**src/rtl/drc_pkg.sv**
```systemverilog
// Shared types and constants for the DRAM RAS/CAS refresh model.
// No dependencies; used by every module of the block.
package drc_pkg;

  localparam int MAX_ROW_BITS = 8;
  localparam int MAX_COL_BITS = 8;
  localparam int DATA_W = 32;
  localparam int TIME_W = 48;
  localparam int ADDR_BUS_W = 8;
  localparam int ROW_W = MAX_ROW_BITS;
  localparam int COL_W = MAX_COL_BITS;
  localparam int CELL_AW = ROW_W + COL_W;
  localparam int ROW_DEPTH = 1 << ROW_W;
  localparam int CELL_DEPTH = 1 << CELL_AW;
  localparam int BITS_W = 6;
  localparam int CFG_IDX_W = 2;
  localparam int CFG_DATA_W = TIME_W;

  localparam logic [CFG_IDX_W-1:0] REG_ROW_ADDR_W = 2'd0;
  localparam logic [CFG_IDX_W-1:0] REG_COL_ADDR_W = 2'd1;
  localparam logic [CFG_IDX_W-1:0] REG_WORD_W = 2'd2;
  localparam logic [CFG_IDX_W-1:0] REG_REFRESH_PERIOD = 2'd3;

  localparam logic [BITS_W-1:0] DEFAULT_BITS = 6'd8;

  typedef struct packed {
    logic [3:0] row_addr_w;
    logic [3:0] col_addr_w;
    logic [5:0] word_w;
    logic [TIME_W-1:0] refresh_period;
  } cfg_t;

  typedef struct packed {
    logic ras_active;
    logic cas_active;
    logic we_active;
    logic oe_active;
    logic [ADDR_BUS_W-1:0] addr_bus;
    logic [DATA_W-1:0] data_in;
    logic [TIME_W-1:0] now;
  } pins_t;

  typedef struct packed {
    logic refresh;
    logic [ROW_W-1:0] row;
    logic [TIME_W-1:0] now;
    logic [CELL_AW-1:0] cell_addr;
    logic drive;
    logic wr;
    logic [DATA_W-1:0] wdata;
    logic [DATA_W-1:0] dmask;
  } req_t;

  function automatic logic [BITS_W-1:0] eff_bits(logic [BITS_W-1:0] raw,
                                                 logic [BITS_W-1:0] limit);
    logic [BITS_W-1:0] b;
    b = (raw == '0) ? DEFAULT_BITS : raw;
    if (b > limit) b = limit;
    return b;
  endfunction

endpackage

```
**src/rtl/drc_ctrl.sv**
```systemverilog
// Pin decode: strobe edge detection, address latches and refresh counter.
// Depends on drc_pkg; produces one memory request per accepted item.
module drc_ctrl
  import drc_pkg::*;
(
  input  logic  clk,
  input  logic  rst,
  input  logic  fire,
  input  cfg_t  cfg,
  input  pins_t pins,
  output req_t  req
);

  logic [ROW_W-1:0] refresh_counter, refresh_counter_next;
  logic [ROW_W-1:0] latched_row, latched_row_next;
  logic [CELL_AW-1:0] latched_address, latched_address_next;
  logic ras_seen, cas_seen, we_seen;

  logic [BITS_W-1:0] rb, cb, db;
  logic [ROW_W-1:0] row_mask;
  logic [COL_W-1:0] col_mask;
  logic [DATA_W-1:0] dmask;
  logic [ROW_W-1:0] cnt_row;
  logic ras_edge, cas_edge;

  always_comb begin
    rb = eff_bits(BITS_W'(cfg.row_addr_w), BITS_W'(MAX_ROW_BITS));
    cb = eff_bits(BITS_W'(cfg.col_addr_w), BITS_W'(MAX_COL_BITS));
    db = eff_bits(cfg.word_w, BITS_W'(DATA_W));
    row_mask = ROW_W'(((ROW_W+1)'(1) << rb) - (ROW_W+1)'(1));
    col_mask = COL_W'(((COL_W+1)'(1) << cb) - (COL_W+1)'(1));
    dmask = DATA_W'(((DATA_W+1)'(1) << db) - (DATA_W+1)'(1));

    ras_edge = pins.ras_active && !ras_seen;
    cas_edge = pins.cas_active && !cas_seen && pins.ras_active;
    cnt_row = refresh_counter & row_mask;

    latched_row_next = latched_row;
    refresh_counter_next = refresh_counter;
    req.refresh = ras_edge;
    req.row = cnt_row;
    if (ras_edge) begin
      if (!cas_seen) begin
        latched_row_next = ROW_W'(pins.addr_bus) & row_mask;
        req.row = latched_row_next;
      end else begin
        refresh_counter_next = (cnt_row == row_mask) ? '0 : cnt_row + ROW_W'(1);
      end
    end

    latched_address_next = latched_address;
    if (cas_edge) begin
      latched_address_next = (CELL_AW'(latched_row_next & row_mask) << cb)
                           | CELL_AW'(COL_W'(pins.addr_bus) & col_mask);
    end

    req.now = pins.now;
    req.cell_addr = latched_address_next;
    req.drive = pins.cas_active && pins.oe_active;
    req.wr = pins.cas_active && pins.we_active && !we_seen;
    req.wdata = pins.data_in & dmask;
    req.dmask = dmask;
  end

  always_ff @(posedge clk) begin
    if (rst) begin
      refresh_counter <= '0;
      latched_row <= '0;
      latched_address <= '0;
      ras_seen <= 1'b0;
      cas_seen <= 1'b0;
      we_seen <= 1'b0;
    end else if (fire) begin
      refresh_counter <= refresh_counter_next;
      latched_row <= latched_row_next;
      latched_address <= latched_address_next;
      ras_seen <= pins.ras_active;
      cas_seen <= pins.cas_active;
      we_seen <= pins.cas_active && pins.we_active;
    end
  end

endmodule

```
**config.mk**
```make
export PLATFORM = sky130hd
export DESIGN_NAME = drc_ctrl
export DESIGN_NICKNAME = d
export VERILOG_FILES = /design/src/rtl/drc_pkg.sv /design/src/rtl/drc_ctrl.sv
export SDC_FILE = /design/constraint.sdc
export NUM_CORES = 1
export LEC_CHECK = 0
export BUFFER_PORTS_ARGS = -buffer_cell sky130_fd_sc_hd__clkbuf_2
export CAP_MARGIN = 30
export CORE_UTILIZATION = 30
export CTS_CLUSTER_DIAMETER = 200
export DETAILED_ROUTE_END_ITERATION = 8
export GPL_TIMING_DRIVEN = 0
export PLACE_DENSITY = 0.74
export SYNTH_ARGS = -nofsm -noshare
export SYNTH_HDL_FRONTEND = slang
export SYNTH_SLANG_ARGS = --single-unit
```
**constraint.sdc**
```tcl
create_clock -name clk -period 3.4 [get_ports clk]
set_input_delay 0.17 -clock clk [delete_from_list [all_inputs] [get_ports clk]]
set_output_delay 0.17 -clock clk [all_outputs]
set_load 0.02 [all_outputs]
```
# After elaboration in Yosys (flattened, before gate mapping)
# Cells that the tools add are included.
# classes
n_addsub	4
n_mul	0
n_div	0
order_cmp	3
eq_ne	1
shifts	4
muxes	12
n_bitwise	6
n_reduce_logical	13
# ops
op	n
$mux W8	5
$and A32 B32 Y32	1
$and A8 B8 Y8	4
$shl A1 B6 Y32 const A	1
$sub A32 B2 Y32 const B	1
$mux W16	1
$mux W4	4
$or A16 B8 Y16	1
$shl A1 B4 Y8 const A	2
$shl A8 B6 Y16	1
$sub A8 B2 Y8 const B	2
$mux W6	2
$add A8 B1 Y8 const B	1
$eq A8 B8 Y1	1
$gt A4 B4 Y1 const B	2
$logic_not A4 Y1	2
$gt A6 B6 Y1 const B	1
$logic_and A1 B1 Y1	6
$logic_not A6 Y1	1
$logic_not A1 Y1	3
$reduce_and A3 Y1	1
# word_totals
ff_bits	35
latchBits	0
mem_bits_rw	0
rom_bits	0
inputBits	157
out_inout_bits	139
word_cells	49
mem_count	0

# Longest topological paths before layout
# depth
depth_word	13
depth_mapped	11
ltp_nobuf	11

# Least setup slack after synthesis
# No wires, ideal clock.
# synth_path
kind	input-to-output
start	input port cfg[53] (netlist bit)
end	output port req[60] (netlist bit)
arrival_time_ps	2538
required_time_ps	3230
setup_slack_ps	692
path_stages	10
n_path_buf	2
path_cell_list	clkbuf_1 > nor2_1 > nand2_1 > ha_1 > clkbuf_1 > o21ai_2 > nor2_1 > mux2_2 > o21ai_1 > and2_1
# synth_lines
item	line_no	text
start, declared	drc_ctrl.sv:9	input cfg_t cfg,
end, declared	drc_ctrl.sv:11	output req_t req

==> flow_summary.ini <==
[outcome]
outcome = finished clean

[clocking]
clockBufferDepth = 2
worstSkewPairLatency_ps = 280
cts_tree = done
cts_buffers = 5
cts_resized = 0
hold_buffers = 0
postCtsSetupBuffers = 0
root_buffer = clkbuf_16
clkTransAtPathRegs_ps = 50
cts_sinks = 35
cts_max_level = 2

[power_and_ir_drop]
seq_power_share_pct = 28.2
combPwrFrac_pct = 44.3
p_int_mw = 0.9441
ir_drop_v = 0.0001868
p_sw_mw = 0.6037
swShare_pct = 39.00
power.share.clock_pct = 27.5
total_leakage_power_nw = 2.486
p_per_area_mw_per_mm2 = 289.4

[detailed_routing]
drtPass1Iterations = 5
wirelength_mm = 14.27
wl_met2_mm = 7.417
wl_per_cell_um = 14.93
drc = 0
vias_per_cell = 5.194
ant_nets = 0
drt-met1-wl_mm = 5.762
wl_met3_um = 888
num_vias = 4965
drt-initial-drc-count = 318
dr.max_layer_used = met4

[critical_path]
endpoint = req[60]
worstPathCellList = clkbuf_1 -> nor2_1 -> nand2_1 -> ha_1 -> clkbuf_1 -> o21ai_2 -> nor2_1 -> mux2_2 -> o21ai_1 -> and2_1 -> clkbuf_2
cp_slowest_stage_delay_ps = 390
cp_slowest_cell = clkbuf_1
r2r_slack_ps = 1070
reg2regPathDepth = 7
crit_arrival_ps = 2790
crit_required_ps = 3230
r2r_start = cas_seen
critPathLaunchType = input port
path_max_fanout = 10
worstSetupPathType = input port to output port
timing.rr.end = latched_address[10]
endpoint_kind = output port
worstSetupStartpoint = cfg[53]

[placed_design]
port_buffers = 193
postPlaceCellArea_mm2 = 0.005220
post-dp-hpwl_mm = 11.70
gp_congestion = 0.9515

[synthesis]
synthTopCellsByArea = dfxtp_1, buf_4, nand2_1
synth_area_mm2 = 0.004028
netlist-cell-type-count = 78
synth_edf_count = 0
synth_top_cell_by_area = dfxtp_1
yosysTopAreaCellShare_pct = 17.40
synth_seq_cells = 35
synth_common_cells = nand2_1, nor2_1, buf_4
yosysWarnings = 0
async_flop_share_pct = 0
synth_most_common_cell = nand2_1
seq_area_frac_synth_pct = 17.40
syn_avg_cell_area_um2 = 6.920
postSynthCellCount = 582
synth_flop_cell = dfxtp_1

[floorplan]
die-height_um = 117.9
ios = 296
core_area_mm2 = 0.01288
start_util_pct = 31.28
fp-row-count = 41
dieWidth_um = 117.9
dieArea_mm2 = 0.01389

[sta]
worst_pin_slew_ps = 625.3
rsz0062_at_grt = false
max_freq_mhz = 338.1
relSlewSlack_pct = 58.11
hold_violations = 0
fin_skew_ps = 5.277
tns_ps = 0
period_needed_ps = 2958
setup_viol = 0
slew_violations = 0
whs_ps = 154.5
fin_crit_sh_pct = 87.00

[final_layout]
layout-drive-gt1-share_pct = 36.10
nNetsFinal = 946
diodes = 0
final_area_mm2 = 0.005349
area_growth_pct = 32.81

[worst_hold_path]
hp-class = input port to flop

[grt]
grtUsageTotal_pct = 19.37
grt_pass1_wl_mm = 22.07
grt_pass1_vias = 4340
antenna_found_initial = 0
overflow = 0
grt_max_degree = 11

[run]
maxCapViolations = 0
[worst min-delay path by stage]
stage                              start        endpoint  slack [ps]  cells past startpoint
after floorplan                 pins[90]        cas_seen         320                      2
after global placement    latched_row[1]  latched_row[1]         440                      2
after detailed placement        pins[89]         we_seen         440                      3
after CTS                       pins[89]         we_seen         160                      3
after global routing            pins[89]         we_seen         200                      3
final                           pins[89]         we_seen         150                      3
[metal layers]
layer  GRT usage [%]  vias up
met2           36.69      256
li1                -     2414
met4           4.728        0
met1           22.94     2279
met3           2.083       16
met5               0        -
[flip-flops by register name (all words and copies together) (netlist names)]
register and count:
refresh_counter 8, latched_row 8, ras_seen 1, we_seen 1, latched_address 16, cas_seen 1
[metrics by stage]
stage | worst slack (ps) | cells | power [mW] | utilization [%]
3_5_place_dp | 446.8 | 950 | 1.128 | 40.54
5_1_grt | 165.4 | 956 | 1.616 | 41.54
2_1_floorplan | 692.0 | 585 | 0.9019 | -
6_report | 442.1 | 956 | 1.548 | 41.54
4_1_cts | 434.3 | 956 | 1.551 | 41.54
3_3_place_gp | 427.2 | 950 | 1.123 | 40.54
[critical path: cells and delay by family]
family          cells  cell delay (ps)
compound gates      2              420
fa+ha+maj           1              140
buf+inv             3              820
mux                 1              380
simple gates        4              850
[layout make-up]
class | instances | area (µm²)
Buffer | 89 | 544.3
Clock buffer | 6 | 128.9
Fill cell | 1375 | 7527
Inverter | 10 | 37.54
Multi-Input combinational cell | 451 | 2756
Sequential cell | 35 | 700.7
Tap cell | 172 | 215.2
Timing Repair Buffer | 193 | 965.9
[cell families (layout without fill, tap and decap cells)]
logic type,count (synthesis),after routing,share of synthesized area [%]
xor+xnor,11,11,2.579
buf+inv,99,298,14.45
fa+ha+maj,4,4,1.243
simple gates,261,261,33.24
other cells,1,4,0.09311
flops,35,35,17.40
compound gates,150,150,25.69
mux,21,21,5.312
[cell usage in the layout, fill, tap and decap left out, drive strengths merged, types with 5 or more instances in the layout]
cell,n
xnor2,8
o31ai,15
nand2b,10
a21oi,35
dfxtp,35
mux2i,18
nor3b,5
a21o,7
a31oi,6
inv,10
o21ai,32
clkbuf,228
buf,60
nor3,19
o21a,5
nand2,71
or2,5
a22oi,7
nor2b,11
and2,34
nor2,61
nand3,20
[power groups by stage]
stage / clock network, mW / registers (mW) / logic [mW]
3_5_place_dp: 0 / 0.445 / 0.683
5_1_grt: 0.444 / 0.438 / 0.735
3_3_place_gp: 0 / 0.444 / 0.679
2_1_floorplan: 0 / 0.442 / 0.460
4_1_cts: 0.429 / 0.436 / 0.686
6_report: 0.426 / 0.437 / 0.686
Power figures use the tool's default switching activity.
